File: config.mk
export PLATFORM = sky130hd
export DESIGN_NAME = flux_stream_byte_decoder
export DESIGN_NICKNAME = d
export VERILOG_FILES = /design/src/rtl/fsb_pkg.sv /design/src/rtl/fsb_queue.sv /design/src/rtl/fsb_front.sv /design/src/rtl/fsb_back.sv /design/src/rtl/flux_stream_byte_decoder.sv
export SDC_FILE = /design/constraint.sdc
export NUM_CORES = 2
export LEC_CHECK = 0
export BUFFER_PORTS_ARGS = -buffer_cell sky130_fd_sc_hd__buf_2
export CORE_UTILIZATION = 60
export DETAILED_ROUTE_END_ITERATION = 8
export PLACE_DENSITY = 0.74
export SETUP_SLACK_MARGIN = 0.15
export SYNTH_ARGS = -nofsm -noshare
export SYNTH_HDL_FRONTEND = slang
export SYNTH_SLANG_ARGS = --single-unit
File: constraint.sdc
create_clock -name clk -period 25.9 [get_ports clk]
set_input_delay 0 -clock clk [delete_from_list [all_inputs] [get_ports clk]]
set_output_delay 0 -clock clk [all_outputs]
set_load 0.02 [all_outputs]
File: src/rtl/fsb_pkg.sv
// Shared types and constants of the flux stream byte decoder
package fsb_pkg;

    // Default tick accumulator width
    localparam int FSB_ACCUM_BITS = 32;

    // Conversion constants
    localparam int          PS_PER_NS         = 1000;
    localparam logic [19:0] TICK_PERIOD_RESET = 20'd41619;

    // Result kinds
    localparam logic [1:0] KIND_FLUX  = 2'd0;
    localparam logic [1:0] KIND_INDEX = 2'd1;
    localparam logic [1:0] KIND_END   = 2'd2;
    localparam logic [1:0] KIND_STOP  = 2'd3;

    // Stop causes
    localparam logic [31:0] CAUSE_INVALID = 32'd0;
    localparam logic [31:0] CAUSE_EOF     = 32'd1;
    localparam logic [31:0] CAUSE_UNKNOWN = 32'd2;

    // Event handed from the parser to the conversion pipeline
    typedef struct packed {
        logic        is_flux;
        logic [1:0]  kind;
        logic [31:0] value;
        logic [31:0] pos;
    } fsb_evt_t;

endpackage

File: src/rtl/fsb_queue.sv
// Two-entry register queue between the parser and the conversion pipeline
module fsb_queue #(
    parameter int WIDTH = 8
) (
    input  logic             clk,
    input  logic             rst_n,
    input  logic             wr_en,
    input  logic [WIDTH-1:0] wr_data,
    output logic             full,
    input  logic             rd_en,
    output logic [WIDTH-1:0] rd_data,
    output logic             not_empty
);
    localparam int DEPTH = 2;

    logic [WIDTH-1:0] mem_reg [DEPTH];
    logic             wr_ptr_reg, wr_ptr_next;
    logic             rd_ptr_reg, rd_ptr_next;
    logic [1:0]       count_reg, count_next;

    assign full      = (count_reg == 2'(DEPTH));
    assign not_empty = (count_reg != 2'd0);
    assign rd_data   = mem_reg[rd_ptr_reg];

    // Pointer and fill bookkeeping
    always_comb
    begin
        wr_ptr_next = wr_ptr_reg;
        rd_ptr_next = rd_ptr_reg;
        count_next  = count_reg;
        if (wr_en)
        begin
            wr_ptr_next = ~wr_ptr_reg;
        end
        if (rd_en)
        begin
            rd_ptr_next = ~rd_ptr_reg;
        end
        if (wr_en && !rd_en)
        begin
            count_next = count_reg + 2'd1;
        end
        else if (rd_en && !wr_en)
        begin
            count_next = count_reg - 2'd1;
        end
    end

    always_ff @(posedge clk or negedge rst_n)
    begin
        if (!rst_n)
        begin
            wr_ptr_reg <= 1'b0;
            rd_ptr_reg <= 1'b0;
            count_reg  <= 2'd0;
        end
        else
        begin
            wr_ptr_reg <= wr_ptr_next;
            rd_ptr_reg <= rd_ptr_next;
            count_reg  <= count_next;
        end
    end

    // Storage, no reset needed
    always_ff @(posedge clk)
    begin
        if (wr_en)
        begin
            mem_reg[wr_ptr_reg] <= wr_data;
        end
    end

endmodule

File: src/rtl/fsb_front.sv
// Stream parser: classifies each byte, tracks cells and blocks, emits events
module fsb_front #(
    parameter int ACCUM_BITS = 32
) (
    input  logic                  clk,
    input  logic                  rst_n,
    input  logic                  accept,
    input  logic [7:0]            stream_byte,
    input  logic                  track_start,
    output logic                  evt_valid,
    output fsb_pkg::fsb_evt_t     evt,
    output logic [ACCUM_BITS-1:0] evt_ticks
);
    import fsb_pkg::*;

    // Parse phases
    localparam logic [3:0] PH_IDLE        = 4'd0;
    localparam logic [3:0] PH_FLUX_LO     = 4'd1;
    localparam logic [3:0] PH_FLUX3_HI    = 4'd2;
    localparam logic [3:0] PH_SKIP2       = 4'd3;
    localparam logic [3:0] PH_SKIP1       = 4'd4;
    localparam logic [3:0] PH_OOB_SUB     = 4'd5;
    localparam logic [3:0] PH_OOB_LEN_LO  = 4'd6;
    localparam logic [3:0] PH_OOB_LEN_HI  = 4'd7;
    localparam logic [3:0] PH_OOB_PAYLOAD = 4'd8;

    // Header bytes
    localparam logic [7:0] B_FLUX2_MAX = 8'h07;
    localparam logic [7:0] B_NOP1      = 8'h08;
    localparam logic [7:0] B_NOP2      = 8'h09;
    localparam logic [7:0] B_NOP3      = 8'h0a;
    localparam logic [7:0] B_OVERFLOW  = 8'h0b;
    localparam logic [7:0] B_FLUX3     = 8'h0c;
    localparam logic [7:0] B_OOB       = 8'h0d;

    // Block subtypes
    localparam logic [7:0] SUB_INVALID = 8'h00;
    localparam logic [7:0] SUB_INDEX   = 8'h02;
    localparam logic [7:0] SUB_END     = 8'h03;
    localparam logic [7:0] SUB_MAX     = 8'h04;
    localparam logic [7:0] SUB_EOF     = 8'h0d;

    localparam logic [16:0] OVERFLOW_TICKS = 17'h10000;

    logic [3:0]            phase_reg, phase_next, c_phase;
    logic [ACCUM_BITS-1:0] acc_reg, acc_next, c_acc;
    logic [7:0]            hold_reg, hold_next, c_hold;
    logic [31:0]           pos_reg, pos_next, c_pos;
    logic [31:0]           cellpos_reg, cellpos_next, c_cellpos;
    logic [7:0]            subtype_reg, subtype_next, c_subtype;
    logic [15:0]           length_reg, length_next, c_length;
    logic [15:0]           pcount_reg, pcount_next, c_pcount;
    logic [31:0]           pword_reg, pword_next, c_pword;
    logic                  stopped_reg, stopped_next, c_stopped;

    logic [15:0] new_length;
    logic [15:0] pcount_inc;
    logic [15:0] word_base;
    logic [15:0] word_rel;
    logic        blk_done;
    logic        emit;
    fsb_evt_t    evt_c;
    logic [ACCUM_BITS-1:0] ticks_c;

    // Add with saturation at the accumulator maximum
    function automatic logic [ACCUM_BITS-1:0] sat_add(
        input logic [ACCUM_BITS-1:0] a,
        input logic [16:0]           b
    );
        logic [ACCUM_BITS:0] s;
        s = {1'b0, a} + (ACCUM_BITS+1)'(b);
        return s[ACCUM_BITS] ? '1 : s[ACCUM_BITS-1:0];
    endfunction

    // Track start clears the parser before this byte
    always_comb
    begin
        c_phase   = track_start ? PH_IDLE : phase_reg;
        c_acc     = track_start ? '0      : acc_reg;
        c_hold    = track_start ? 8'd0    : hold_reg;
        c_pos     = track_start ? 32'd0   : pos_reg;
        c_cellpos = track_start ? 32'd0   : cellpos_reg;
        c_subtype = track_start ? 8'd0    : subtype_reg;
        c_length  = track_start ? 16'd0   : length_reg;
        c_pcount  = track_start ? 16'd0   : pcount_reg;
        c_pword   = track_start ? 32'd0   : pword_reg;
        c_stopped = track_start ? 1'b0    : stopped_reg;
    end

    // Byte decode
    always_comb
    begin
        phase_next   = c_phase;
        acc_next     = c_acc;
        hold_next    = c_hold;
        pos_next     = c_pos;
        cellpos_next = c_cellpos;
        subtype_next = c_subtype;
        length_next  = c_length;
        pcount_next  = c_pcount;
        pword_next   = c_pword;
        stopped_next = c_stopped;
        emit         = 1'b0;
        blk_done     = 1'b0;
        evt_c        = '0;
        ticks_c      = '0;
        new_length   = {stream_byte, c_length[7:0]};
        pcount_inc   = c_pcount + 16'd1;
        word_base    = (c_subtype == SUB_END) ? 16'd4 : 16'd0;
        word_rel     = c_pcount - word_base;

        if (!c_stopped)
        begin
            unique case (c_phase)
                PH_FLUX_LO:
                begin
                    pos_next      = c_pos + 32'd1;
                    emit          = 1'b1;
                    evt_c.is_flux = 1'b1;
                    evt_c.kind    = KIND_FLUX;
                    evt_c.pos     = c_cellpos;
                    ticks_c       = sat_add(c_acc, {1'b0, c_hold, stream_byte});
                    acc_next      = '0;
                    phase_next    = PH_IDLE;
                end
                PH_FLUX3_HI:
                begin
                    pos_next   = c_pos + 32'd1;
                    hold_next  = stream_byte;
                    phase_next = PH_FLUX_LO;
                end
                PH_SKIP2:
                begin
                    pos_next   = c_pos + 32'd1;
                    phase_next = PH_SKIP1;
                end
                PH_SKIP1:
                begin
                    pos_next   = c_pos + 32'd1;
                    phase_next = PH_IDLE;
                end
                PH_OOB_SUB:
                begin
                    subtype_next = stream_byte;
                    phase_next   = PH_OOB_LEN_LO;
                end
                PH_OOB_LEN_LO:
                begin
                    length_next = {8'd0, stream_byte};
                    phase_next  = PH_OOB_LEN_HI;
                end
                PH_OOB_LEN_HI:
                begin
                    length_next = new_length;
                    pcount_next = 16'd0;
                    pword_next  = 32'd0;
                    if (c_subtype == SUB_INVALID || c_subtype == SUB_EOF ||
                        c_subtype > SUB_MAX)
                    begin
                        stopped_next = 1'b1;
                        phase_next   = PH_IDLE;
                        emit         = 1'b1;
                        evt_c.kind   = KIND_STOP;
                        if (c_subtype == SUB_INVALID)
                        begin
                            evt_c.value = CAUSE_INVALID;
                        end
                        else if (c_subtype == SUB_EOF)
                        begin
                            evt_c.value = CAUSE_EOF;
                        end
                        else
                        begin
                            evt_c.value = CAUSE_UNKNOWN;
                        end
                    end
                    else if (new_length == 16'd0)
                    begin
                        phase_next = PH_IDLE;
                        blk_done   = 1'b1;
                    end
                    else
                    begin
                        phase_next = PH_OOB_PAYLOAD;
                    end
                end
                PH_OOB_PAYLOAD:
                begin
                    // Collect the reported dword, little endian
                    if (c_pcount >= word_base && word_rel < 16'd4)
                    begin
                        pword_next = c_pword |
                                     (32'(stream_byte) << {word_rel[1:0], 3'b000});
                    end
                    pcount_next = pcount_inc;
                    if (pcount_inc == c_length)
                    begin
                        phase_next = PH_IDLE;
                        blk_done   = 1'b1;
                    end
                end
                default:
                begin
                    // Cell header
                    phase_next = PH_IDLE;
                    if (stream_byte == B_OOB)
                    begin
                        phase_next = PH_OOB_SUB;
                    end
                    else
                    begin
                        cellpos_next = c_pos;
                        pos_next     = c_pos + 32'd1;
                        if (stream_byte <= B_FLUX2_MAX)
                        begin
                            hold_next  = stream_byte;
                            phase_next = PH_FLUX_LO;
                        end
                        else if (stream_byte == B_FLUX3)
                        begin
                            phase_next = PH_FLUX3_HI;
                        end
                        else if (stream_byte == B_NOP1)
                        begin
                            phase_next = PH_IDLE;
                        end
                        else if (stream_byte == B_NOP2)
                        begin
                            phase_next = PH_SKIP1;
                        end
                        else if (stream_byte == B_NOP3)
                        begin
                            phase_next = PH_SKIP2;
                        end
                        else if (stream_byte == B_OVERFLOW)
                        begin
                            acc_next = sat_add(c_acc, OVERFLOW_TICKS);
                        end
                        else
                        begin
                            emit          = 1'b1;
                            evt_c.is_flux = 1'b1;
                            evt_c.kind    = KIND_FLUX;
                            evt_c.pos     = c_pos;
                            ticks_c       = sat_add(c_acc, {9'd0, stream_byte});
                            acc_next      = '0;
                        end
                    end
                end
            endcase
        end

        // End of an index or stream-end block
        if (blk_done)
        begin
            if (c_subtype == SUB_INDEX)
            begin
                emit        = 1'b1;
                evt_c.kind  = KIND_INDEX;
                evt_c.value = pword_next;
            end
            else if (c_subtype == SUB_END)
            begin
                emit        = 1'b1;
                evt_c.kind  = KIND_END;
                evt_c.value = pword_next;
            end
        end
    end

    assign evt_valid = accept && emit;
    assign evt       = evt_c;
    assign evt_ticks = ticks_c;

    always_ff @(posedge clk or negedge rst_n)
    begin
        if (!rst_n)
        begin
            phase_reg   <= PH_IDLE;
            acc_reg     <= '0;
            hold_reg    <= 8'd0;
            pos_reg     <= 32'd0;
            cellpos_reg <= 32'd0;
            subtype_reg <= 8'd0;
            length_reg  <= 16'd0;
            pcount_reg  <= 16'd0;
            pword_reg   <= 32'd0;
            stopped_reg <= 1'b0;
        end
        else if (accept)
        begin
            phase_reg   <= phase_next;
            acc_reg     <= acc_next;
            hold_reg    <= hold_next;
            pos_reg     <= pos_next;
            cellpos_reg <= cellpos_next;
            subtype_reg <= subtype_next;
            length_reg  <= length_next;
            pcount_reg  <= pcount_next;
            pword_reg   <= pword_next;
            stopped_reg <= stopped_next;
        end
    end

endmodule

File: src/rtl/fsb_back.sv
// Conversion pipeline: ticks times period, divided by 1000, saturated to 32 bits
module fsb_back #(
    parameter int ACCUM_BITS = 32
) (
    input  logic                  clk,
    input  logic                  rst_n,
    input  logic [19:0]           tick_period_ps,
    input  logic                  in_valid,
    input  fsb_pkg::fsb_evt_t     in_evt,
    input  logic [ACCUM_BITS-1:0] in_ticks,
    output logic                  in_take,
    output logic                  empty,
    input  logic                  pop,
    output logic [1:0]            kind,
    output logic [31:0]           value,
    output logic [31:0]           cell_position
);
    import fsb_pkg::*;

    // Products below 1000 * 2^32 fit in 42 bits
    localparam int PROD_BITS = 42;
    localparam int HALF_BITS = PROD_BITS / 2;
    localparam int MUL_BITS  = HALF_BITS + 20;
    localparam int SUM_BITS  = MUL_BITS + HALF_BITS;
    localparam int EXT_BITS  = (ACCUM_BITS > PROD_BITS) ? ACCUM_BITS : PROD_BITS + 1;
    localparam int REM_BITS  = 10;
    localparam int DIV_STEP  = 4;
    localparam int NUM_DIV   = 32 / DIV_STEP;
    localparam logic [SUM_BITS-1:0] NS_LIMIT = SUM_BITS'(PS_PER_NS) << 32;

    typedef struct packed {
        logic                valid;
        fsb_evt_t            evt;
        logic [MUL_BITS-1:0] lo;
        logic [MUL_BITS-1:0] hi;
        logic                upper;
    } fsb_mul_t;

    typedef struct packed {
        logic                valid;
        logic                is_flux;
        logic [1:0]          kind;
        logic [31:0]         value;
        logic [31:0]         pos;
        logic [REM_BITS-1:0] rem;
        logic [31:0]         pbits;
        logic                sat;
    } fsb_div_t;

    fsb_mul_t mul_reg;
    fsb_div_t stg_reg [NUM_DIV+1];

    logic                advance;
    logic [EXT_BITS-1:0] ticks_ext;
    logic [SUM_BITS-1:0] prod;
    fsb_mul_t            mul_c;
    fsb_div_t            div0_c;

    // Several quotient bits per stage, restoring long division by 1000
    function automatic fsb_div_t div_step(input fsb_div_t d);
        fsb_div_t            o;
        logic [REM_BITS:0]   r2;
        o = d;
        if (d.is_flux)
        begin
            for (int k = 0; k < DIV_STEP; k++)
            begin
                r2      = {o.rem, o.pbits[31]};
                o.pbits = {o.pbits[30:0], 1'b0};
                if (r2 >= (REM_BITS+1)'(PS_PER_NS))
                begin
                    o.rem   = REM_BITS'(r2 - (REM_BITS+1)'(PS_PER_NS));
                    o.value = {o.value[30:0], 1'b1};
                end
                else
                begin
                    o.rem   = r2[REM_BITS-1:0];
                    o.value = {o.value[30:0], 1'b0};
                end
            end
        end
        return o;
    endfunction

    // Whole pipeline moves unless the output holds an unread result
    assign advance = !stg_reg[NUM_DIV].valid || pop;
    assign in_take = advance && in_valid;

    // Multiply stage: two 21 x 20 partial products
    always_comb
    begin
        ticks_ext   = EXT_BITS'(in_ticks);
        mul_c.valid = in_valid;
        mul_c.evt   = in_evt;
        mul_c.lo    = MUL_BITS'(ticks_ext[HALF_BITS-1:0]) * MUL_BITS'(tick_period_ps);
        mul_c.hi    = MUL_BITS'(ticks_ext[PROD_BITS-1:HALF_BITS]) *
                      MUL_BITS'(tick_period_ps);
        mul_c.upper = (|ticks_ext[EXT_BITS-1:PROD_BITS]) && (tick_period_ps != 20'd0);
    end

    // Sum stage: full product, saturation check, division setup
    always_comb
    begin
        prod           = SUM_BITS'(mul_reg.lo) + {mul_reg.hi, HALF_BITS'(0)};
        div0_c.valid   = mul_reg.valid;
        div0_c.is_flux = mul_reg.evt.is_flux;
        div0_c.kind    = mul_reg.evt.kind;
        div0_c.value   = mul_reg.evt.is_flux ? 32'd0 : mul_reg.evt.value;
        div0_c.pos     = mul_reg.evt.pos;
        div0_c.rem     = prod[PROD_BITS-1:32];
        div0_c.pbits   = prod[31:0];
        div0_c.sat     = mul_reg.evt.is_flux && (mul_reg.upper || prod >= NS_LIMIT);
    end

    always_ff @(posedge clk or negedge rst_n)
    begin
        if (!rst_n)
        begin
            mul_reg <= '0;
            for (int i = 0; i <= NUM_DIV; i++)
            begin
                stg_reg[i] <= '0;
            end
        end
        else if (advance)
        begin
            mul_reg    <= mul_c;
            stg_reg[0] <= div0_c;
            for (int i = 1; i <= NUM_DIV; i++)
            begin
                stg_reg[i] <= div_step(stg_reg[i-1]);
            end
        end
    end

    // Output register is the last division stage
    assign empty         = !stg_reg[NUM_DIV].valid;
    assign kind          = stg_reg[NUM_DIV].kind;
    assign value         = stg_reg[NUM_DIV].sat ? '1 : stg_reg[NUM_DIV].value;
    assign cell_position = stg_reg[NUM_DIV].pos;

endmodule

File: src/rtl/flux_stream_byte_decoder.sv
// Top level of the flux stream byte decoder
//
//   channel   direction  handshake          payload
//   input     in         push / full        stream_byte, track_start
//   result    out        empty / pop        kind, value, cell_position
//   config    in         cfg_we             cfg_wdata (tick period, ps)
//
// One byte is taken per cycle while full is low; the parser decides each byte
// in the cycle it is taken. A result reaches the result ports through the
// queue, one multiply stage, one sum stage, and eight stages of the
// divide-by-1000 pipeline (4 quotient bits per stage). Reset clears the
// parser, the queue and all pipeline valids and loads the tick period with
// 41619. A held result stalls the pipeline; the two-entry queue then fills
// and raises full.
module flux_stream_byte_decoder #(
    parameter int ACCUM_BITS = fsb_pkg::FSB_ACCUM_BITS
) (
    input  logic        clk,
    input  logic        rst_n,
    input  logic        push,
    output logic        full,
    input  logic [7:0]  stream_byte,
    input  logic        track_start,
    output logic        empty,
    input  logic        pop,
    output logic [1:0]  kind,
    output logic [31:0] value,
    output logic [31:0] cell_position,
    input  logic        cfg_we,
    input  logic [19:0] cfg_wdata
);
    import fsb_pkg::*;

    localparam int QW = $bits(fsb_evt_t) + ACCUM_BITS;

    logic [19:0]           tick_period_reg;
    logic                  accept;
    logic                  evt_valid;
    fsb_evt_t              evt;
    logic [ACCUM_BITS-1:0] evt_ticks;
    logic [QW-1:0]         q_rd_data;
    logic                  q_not_empty;
    logic                  q_take;
    fsb_evt_t              q_evt;
    logic [ACCUM_BITS-1:0] q_ticks;

    // Tick period register
    always_ff @(posedge clk or negedge rst_n)
    begin
        if (!rst_n)
        begin
            tick_period_reg <= TICK_PERIOD_RESET;
        end
        else if (cfg_we)
        begin
            tick_period_reg <= cfg_wdata;
        end
    end

    assign accept = push && !full;

    fsb_front #(
        .ACCUM_BITS (ACCUM_BITS)
    ) u_front (
        .clk         (clk),
        .rst_n       (rst_n),
        .accept      (accept),
        .stream_byte (stream_byte),
        .track_start (track_start),
        .evt_valid   (evt_valid),
        .evt         (evt),
        .evt_ticks   (evt_ticks)
    );

    fsb_queue #(
        .WIDTH (QW)
    ) u_queue (
        .clk       (clk),
        .rst_n     (rst_n),
        .wr_en     (evt_valid),
        .wr_data   ({evt, evt_ticks}),
        .full      (full),
        .rd_en     (q_take),
        .rd_data   (q_rd_data),
        .not_empty (q_not_empty)
    );

    assign q_evt   = q_rd_data[QW-1:ACCUM_BITS];
    assign q_ticks = q_rd_data[ACCUM_BITS-1:0];

    fsb_back #(
        .ACCUM_BITS (ACCUM_BITS)
    ) u_back (
        .clk            (clk),
        .rst_n          (rst_n),
        .tick_period_ps (tick_period_reg),
        .in_valid       (q_not_empty),
        .in_evt         (q_evt),
        .in_ticks       (q_ticks),
        .in_take        (q_take),
        .empty          (empty),
        .pop            (pop),
        .kind           (kind),
        .value          (value),
        .cell_position  (cell_position)
    );

endmodule

# [After elaboration in Yosys (flattened, before gate mapping)]
# Memory sizes are Yosys's and may differ from the RTL's.
# Cells that the tools add are included.
[totals] inputBits=34 wordCells=458 out_inout_bits=68 regBits=1301 ramBits=198 memories=1
[op_classes] n_mul=2 n_bitwise=3 n_eq_ne=19 reduce_logical=26 add_sub_neg=40 order_cmp=37 shifts=1 muxes=239
[memory_table] memory="u_queue.mem_reg" depth=2 width=99 read_ports=1 rd_clocked_by_memory_dff=0 write_ports=1 line_no="fsb_queue.sv:16" source="logic [WIDTH-1:0] mem_reg [DEPTH];"
[op_table] op="32-bit 2-to-1 mux" n=49
[op_table] op="10-bit 2-to-1 mux" n=79
[op_table] op="11-bit by 10-bit >= comparator with 1-bit output, second input constant" n=32
[op_table] op="32-bit one-hot mux with 2 select lines" n=5
[op_table] op="10-bit subtractor, second input constant" n=31
[op_table] op="42-bit 2-to-1 mux" n=7
[op_table] op="34-bit 2-to-1 mux" n=4
[op_table] op="67-bit 2-to-1 mux" n=1
[op_table] op="16-bit 2-to-1 mux" n=4
[op_table] op="16-bit one-hot mux with 2 select lines" n=2
[op_table] op="62-bit by 42-bit >= comparator with 1-bit output, second input constant" n=1
[op_table] op="8-bit by 4-bit equality test with 1-bit output, second input constant" n=7
[op_table] op="8-bit 2-to-1 mux" n=7
[op_table] op="41-bit by 52-bit adder with 53-bit output" n=1
[op_table] op="1-bit 2-to-1 mux" n=53
[op_table] op="21-bit by 20-bit multiplier with 41-bit output" n=1
[op_table] op="4-bit 2-to-1 mux" n=10
[op_table] op="32-bit by 16-bit adder with 33-bit output" n=1
[op_table] op="32-bit by 17-bit adder with 33-bit output, second input constant" n=1
[op_table] op="32-bit by 8-bit adder with 33-bit output" n=1
[op_table] op="32-bit by 1-bit adder with 32-bit output, second input constant" n=1
[op_table] op="32-bit bitwise OR" n=1
[op_table] op="8-bit by 5-bit left shift with 32-bit output" n=1
[op_table] op="11-bit by 20-bit multiplier with 31-bit output" n=1
[op_table] op="other kinds (34)" n=66

# [Logic depth before layout (Yosys ltp)]
[logic_depth] ltp_word=18 depth_mapped=33 ltp_nobuf=30

# [Hierarchy]
# From an unflattened synthesis, not the netlist that was laid out.
[hier_totals] cells_unflattened=9786 hier_area_um2=91489.0
[by_module_without_submodules] module="fsb_back" n_inst=1 cells_each=7863 area_per_inst_um2=69340.3
[by_module_without_submodules] module="fsb_front" n_inst=1 cells_each=1556 area_per_inst_um2=13477.9
[by_module_without_submodules] module="fsb_queue" n_inst=1 cells_each=324 area_per_inst_um2=7832.5
[by_module_without_submodules] module="flux_stream_byte_decoder" n_inst=1 cells_each=43 area_per_inst_um2=838.3

# [Worst setup path before layout]
# Ideal clock, no wire load.
[synth_path] kind="reg2reg" from="register u_queue.rd_ptr_reg" to="register u_back.mul_reg[81] (netlist bit)" stages_incl_launch_ff=30 slack_ns=17.494 t_arrival_ns=8.273 period_less_slack_ns=8.406 required_ns=25.767 path_cell_list="dfrtp_1 > clkbuf_1 > clkbuf_1 > mux2_2 > clkbuf_1 > and2_1 > fa_1 > fa_1 > inv_1 > fa_1 > inv_1 > fa_1 > ha_1 > fa_1 > inv_1 > fa_1 > inv_1 > ha_1 > a21o_1 > a41oi_1 > o21bai_1 > a211oi_1 > o311ai_0 > o41ai_1 > o31ai_1 > a311oi_1 > o311ai_0 > a21oi_1 > xor2_1 > o21ai_0"
[synth_via] elab_chain_len=2
[synth_lines] element="start: declaration" line_no="fsb_queue.sv:18" source="logic rd_ptr_reg, rd_ptr_next;"
[synth_lines] element="start signal: assignment" line_no="fsb_queue.sv:60" source="rd_ptr_reg <= rd_ptr_next;"
[synth_lines] element="memory read 2 x 99 bit"
[synth_lines] element="21-bit by 20-bit multiplier with 41-bit output" line_no="fsb_back.sv:95" source="mul_c.lo = MUL_BITS'(ticks_ext[HALF_BITS-1:0]) * MUL_BITS'(tick_period_ps);"
[synth_lines] element="end signal: assignment" line_no="fsb_back.sv:127" source="mul_reg <= mul_c;"
[synth_lines] element="end: declaration" line_no="fsb_back.sv:50" source="fsb_mul_t mul_reg;"
# Every way passes these cells.
# A chain may end at the register's enable or synchronous reset.

# [Worst setup path in the final report]
# Same ends and word-level chain as after synthesis.

==> results <==
- The flow ran to the end, and the final reports show no timing, DRC or antenna violations.
- The aggregate global-route resource usage is between 20% and 30%.
- Once detail routing completed, the nets flagged for antenna violations numbered 0.
- The total count of max-transition violations in the final report came to 0.
- Buffers inserted during clock tree synthesis total between 100 and 150.
- The setup fix buffers added after clock tree synthesis is 0.
- The kind of end point of the critical path is a flip-flop.
- The synthesized netlist occupies a cell area of roughly 89,000 sq um.
- Counting I/O delays and the setup requirement, the final critical path takes about 10000 ps.
- The number of antenna violations at the first check in global routing is 1.
- Summing the areas of all compound-gate instances in the mapped netlist gives between 10% and 20% of the synthesized area.
- The final route contains 67,900 vias.
- The number of top-level pins is about 100.
- The count of unresolved DRC violations after routing is 0.
- The tree is rooted in a sky130_fd_sc_hd__clkbuf_16.
- Leaving out filler cells and counting taps, the final layout contains 11,500.
- The chip height is 388 um.
- The sink count of the clock tree is ~1,400.
- In this design, the critical path's most frequently occurring cell is sky130_fd_sc_hd__fa_1.
- Headroom to the max-slew limit came out at approximately 8.5%.
- Routability-driven placement finished with a final weighted congestion of between 0.9 and 1.
- After Yosys synthesis, full adders, half adders and majority gates account for ~15% of the synthesized area.
- For the pin with the worst max-slew slack, the measured transition is ~1400 ps.
- In this run the mean area of a mapped cell was a little over 9 sq um.
- The source of the worst hold timing path is stream_byte[6].
- The initialized floorplan defines approximately 140 standard-cell rows.
- The number of hold violations in the final report came to 0.
- The count of flip-flops with a built-in enable after synthesis is a little under 200.
- The startpoint identified for the worst register-to-register timing path is u_queue.rd_ptr_reg.
- Data arrives at the worst endpoint at around 11,000 ps.
- The register with the most flip-flops in the layout has roughly 800 of them.
- The delay of the slowest cell on the worst path is 1010 ps.
- The number of nets handed over by synthesis was between 10,000 and 15,000.
- The number of cells traversed by the worst hold path is 4.
- Adding up every negative setup slack in the final design gives 0 ps.
- At the later pin of the worst-skew pair, clock insertion delay measures a little over 800 ps.
- Across all register-to-register paths, the minimum setup slack is around 16,000 ps.
- The number of library cell types mapped by synthesis is between 100 and 150.
- The die covers between 150,000 and 200,000 sq um.
- The endpoint identified for the worst register-to-register timing path is u_back.mul_reg[81].
- The H-tree generated during clock tree synthesis spans 4 levels.
- The number of DRC markers after the initial detailed-route iteration is approximately 5,000.
- Counting cells, the worst reg-to-reg path comes to 27.
- The core region is between 100,000 and 150,000 sq um.
- The end point of the most critical hold path is u_front.pword_reg[6].
- The worst setup path is launched from a flip-flop.
- The floorplan die width is roughly 390 um.
- Dividing the final minimum period by the clock period gives between 30% and 40%.
- The number of warning messages in the yosys log is 0.
- Hold repair after CTS inserted just under 80 buffers.
- The via count of the first global-routing pass is 67,300.
- Among cell families on the critical path, the largest total delay comes from compound AO/OA/AOI/OAI gates.
- The area growth from synthesis to layout is 8.16%.
- The share of flip-flops with an asynchronous set or reset is 85.6%.
- The proportion of synthesized area in mux cells is between 6 and 7%.
- Setup repair after global routing left no endpoint under its margin.
- The area share of xor/xnor cells in the synthesized design is under 10%.
- The HPWL after detailed placement is approximately 150,000 um.
- 0 antenna diodes ended up in the layout.
- Clock-pin slew was measured on the worst setup and hold paths at around 60 ps.
- In the final routed layout, each cell accounts on average for roughly 19 um.
- Synthesis produced a netlist whose cell count is 9,691.
- The first-pass detailed-route iteration total is 6.
- The setup-violating endpoint count in the final report is 0.
- The pin count of the biggest net entering global routing is 240.
- The clock passes through at most 3 buffers.
- Derived from the worst setup path, the maximum achievable clock frequency is roughly 0.1 GHz.
- In the routed layout, each cell is associated on average with a via count of 5.88.
- The post-synthesis register bit count is around 1,400.
- The data required time at the worst endpoint is 26,550 ps.
- The final layout contains slightly above 10,000 nets.
- The area fraction in and, or, nand and nor cells after synthesis is between 10% and 20%.
- The peak fanout along the critical path is 33.
- Post-CTS repair changed the size of 0 cells.
- The total placed cells including tap cells is between 10,000 and 15,000.
- The quantity of I/O buffers inserted on ports is roughly 100.
- The global-route wire length before repair is ~360,000 um.
- Max-cap violations in this run came to 0.
- The critical path contains buffers and inverters numbering 4 combined.
- The combinational family with the most area after synthesis is simple AND/OR/NAND/NOR gates.
- The category of the critical setup timing path is flip-flop to flip-flop.
- The class of the tightest hold or removal check is input pin to flip-flop.
- Of the synthesized area, sequential elements account for between 30 and 40%.
- The total global routing overflow is 0.
- On the final layout, the worst hold slack is about 220 ps.
- TritonCTS built the clock tree.
- The most frequently used flop master after synthesis is sky130_fd_sc_hd__dfrtp_1.
- The clock skew after layout is approximately 60 ps.
- The wire length after detailed routing is approximately 220,000 um.
- The initial utilization of the core area, before any placement, comes to around three fifths.
- The fraction of layout instances using a drive strength above 1 is roughly 6.5%.
- The slowest library cell on the worst path is sky130_fd_sc_hd__o41ai_1.
## placed cells by master (no fill, tap or decap), types with 71 or more instances in the layout
cell type	instances
sky130_fd_sc_hd__a21o_1	78
sky130_fd_sc_hd__a21oi_1	713
sky130_fd_sc_hd__a22o_1	72
sky130_fd_sc_hd__a22oi_1	86
sky130_fd_sc_hd__and2_1	282
sky130_fd_sc_hd__buf_2	99
sky130_fd_sc_hd__buf_4	76
sky130_fd_sc_hd__clkbuf_16	149
sky130_fd_sc_hd__dfrtp_1	1165
sky130_fd_sc_hd__dlygate4sd3_1	77
sky130_fd_sc_hd__edfxtp_1	198
sky130_fd_sc_hd__fa_1	501
sky130_fd_sc_hd__ha_1	293
sky130_fd_sc_hd__inv_1	661
sky130_fd_sc_hd__mux2_2	71
sky130_fd_sc_hd__mux2i_1	484
sky130_fd_sc_hd__nand2_1	1836
sky130_fd_sc_hd__nand3_1	86
sky130_fd_sc_hd__nor2_1	811
sky130_fd_sc_hd__nor2b_1	135
sky130_fd_sc_hd__nor3_1	96
sky130_fd_sc_hd__o21ai_0	360
sky130_fd_sc_hd__xnor2_1	152
sky130_fd_sc_hd__xor2_1	94
## area by class of cell
class                   instances  area, sq um
clock buffers                 208         4260
clock inverters                67         1020
fillers                     12000        51100
inverters                     662         2480
multi-input cells            7038        48900
flip-flops and latches       1378        35500
well taps                    1930         2410
repair buffers                258         1960
## worst max-delay path by stage
stage,cells past startpoint,to,slack (ps),from
finish,27,u_back.mul_reg[81],15910,u_queue.rd_ptr_reg
global route,27,u_back.mul_reg[81],15360,u_queue.rd_ptr_reg
CTS,27,u_back.mul_reg[81],15970,u_queue.rd_ptr_reg
detailed placement,27,u_back.mul_reg[81],15980,u_queue.rd_ptr_reg
global placement,28,u_back.mul_reg[81],16090,u_queue.rd_ptr_reg
floorplan,29,u_back.mul_reg[81],17490,u_queue.rd_ptr_reg
## cells in the mapped netlist, types with 59 or more instances
master | number | area share [%]
sky130_fd_sc_hd__a22o_1 | 72 | 0.71
sky130_fd_sc_hd__ha_1 | 293 | 4.1
sky130_fd_sc_hd__mux2i_1 | 484 | 5.4
sky130_fd_sc_hd__fa_1 | 501 | 11
sky130_fd_sc_hd__edfxtp_1 | 198 | 6.7
sky130_fd_sc_hd__inv_1 | 661 | 2.8
sky130_fd_sc_hd__nor2_1 | 813 | 3.4
sky130_fd_sc_hd__xnor2_1 | 152 | 1.5
sky130_fd_sc_hd__o21ai_0 | 362 | 2.0
sky130_fd_sc_hd__mux2_2 | 71 | 0.90
sky130_fd_sc_hd__a22oi_1 | 86 | 0.72
sky130_fd_sc_hd__and2_1 | 283 | 2.0
sky130_fd_sc_hd__xor2_1 | 94 | 0.92
sky130_fd_sc_hd__nand3_1 | 86 | 0.48
sky130_fd_sc_hd__nand2_1 | 1837 | 7.7
sky130_fd_sc_hd__dfrtp_1 | 1173 | 33
sky130_fd_sc_hd__nor2b_1 | 137 | 0.96
sky130_fd_sc_hd__a21oi_1 | 713 | 4.0
sky130_fd_sc_hd__nor3_1 | 97 | 0.54
sky130_fd_sc_hd__clkbuf_1 | 522 | 2.2
sky130_fd_sc_hd__nand2b_1 | 59 | 0.41
sky130_fd_sc_hd__a21o_1 | 78 | 0.66
## stage by stage
stage	utilization [%]	worst slack, ps	area (sq um)
finish	65.4	15910	96500
CTS	65.4	15970	96500
global placement	61.3	16090	90400
global route	65.4	15360	96500
detailed placement	61.3	15980	90400
floorplan	-	17490	89200
## worst register-to-register path, cell delays in order, from the launching register on
cell	delay (ps)
sky130_fd_sc_hd__dfrtp_4	760
sky130_fd_sc_hd__mux2_2	620
sky130_fd_sc_hd__and2_1	290
sky130_fd_sc_hd__fa_1	530
sky130_fd_sc_hd__inv_1	60
sky130_fd_sc_hd__fa_1	500
sky130_fd_sc_hd__fa_1	550
sky130_fd_sc_hd__inv_1	40
sky130_fd_sc_hd__ha_1	290
sky130_fd_sc_hd__ha_1	320
sky130_fd_sc_hd__fa_1	550
sky130_fd_sc_hd__inv_1	60
sky130_fd_sc_hd__fa_1	530
sky130_fd_sc_hd__inv_1	40
sky130_fd_sc_hd__ha_1	230
sky130_fd_sc_hd__nor3_1	290
sky130_fd_sc_hd__o211ai_1	210
sky130_fd_sc_hd__a41oi_1	340
sky130_fd_sc_hd__o21bai_1	140
sky130_fd_sc_hd__a211oi_1	540
sky130_fd_sc_hd__o311ai_0	300
sky130_fd_sc_hd__o41ai_1	1010
sky130_fd_sc_hd__o31ai_1	370
sky130_fd_sc_hd__a311oi_1	670
sky130_fd_sc_hd__o311ai_0	230
sky130_fd_sc_hd__a21oi_1	210
sky130_fd_sc_hd__xor2_1	150
sky130_fd_sc_hd__o21ai_0	80
## routing by layer
layer  GRT usage [%]  wire length (um)  share of wire, %  vias up
li1                -                 -                 -    32000
met1            42.0             98400                44    33400
met2            47.2            103000                46     2019
met3            4.12             12600               5.7      444
met4            10.9              7830               3.5        2
met5               0                14            0.0063        -
## cells by family after synthesis
kind of cell / count (synthesis)
AOI/OAI and AO/OA: 1778
buffers and inverters: 1275
and+or+nand+nor: 3661
DFF: 1378
adders and majority gates: 795
xor gates and xnor gates: 247
muxes: 557
Power is not shown: default switching activity piles up to over one toggle a cycle in this logic, so the estimate is an artifact.
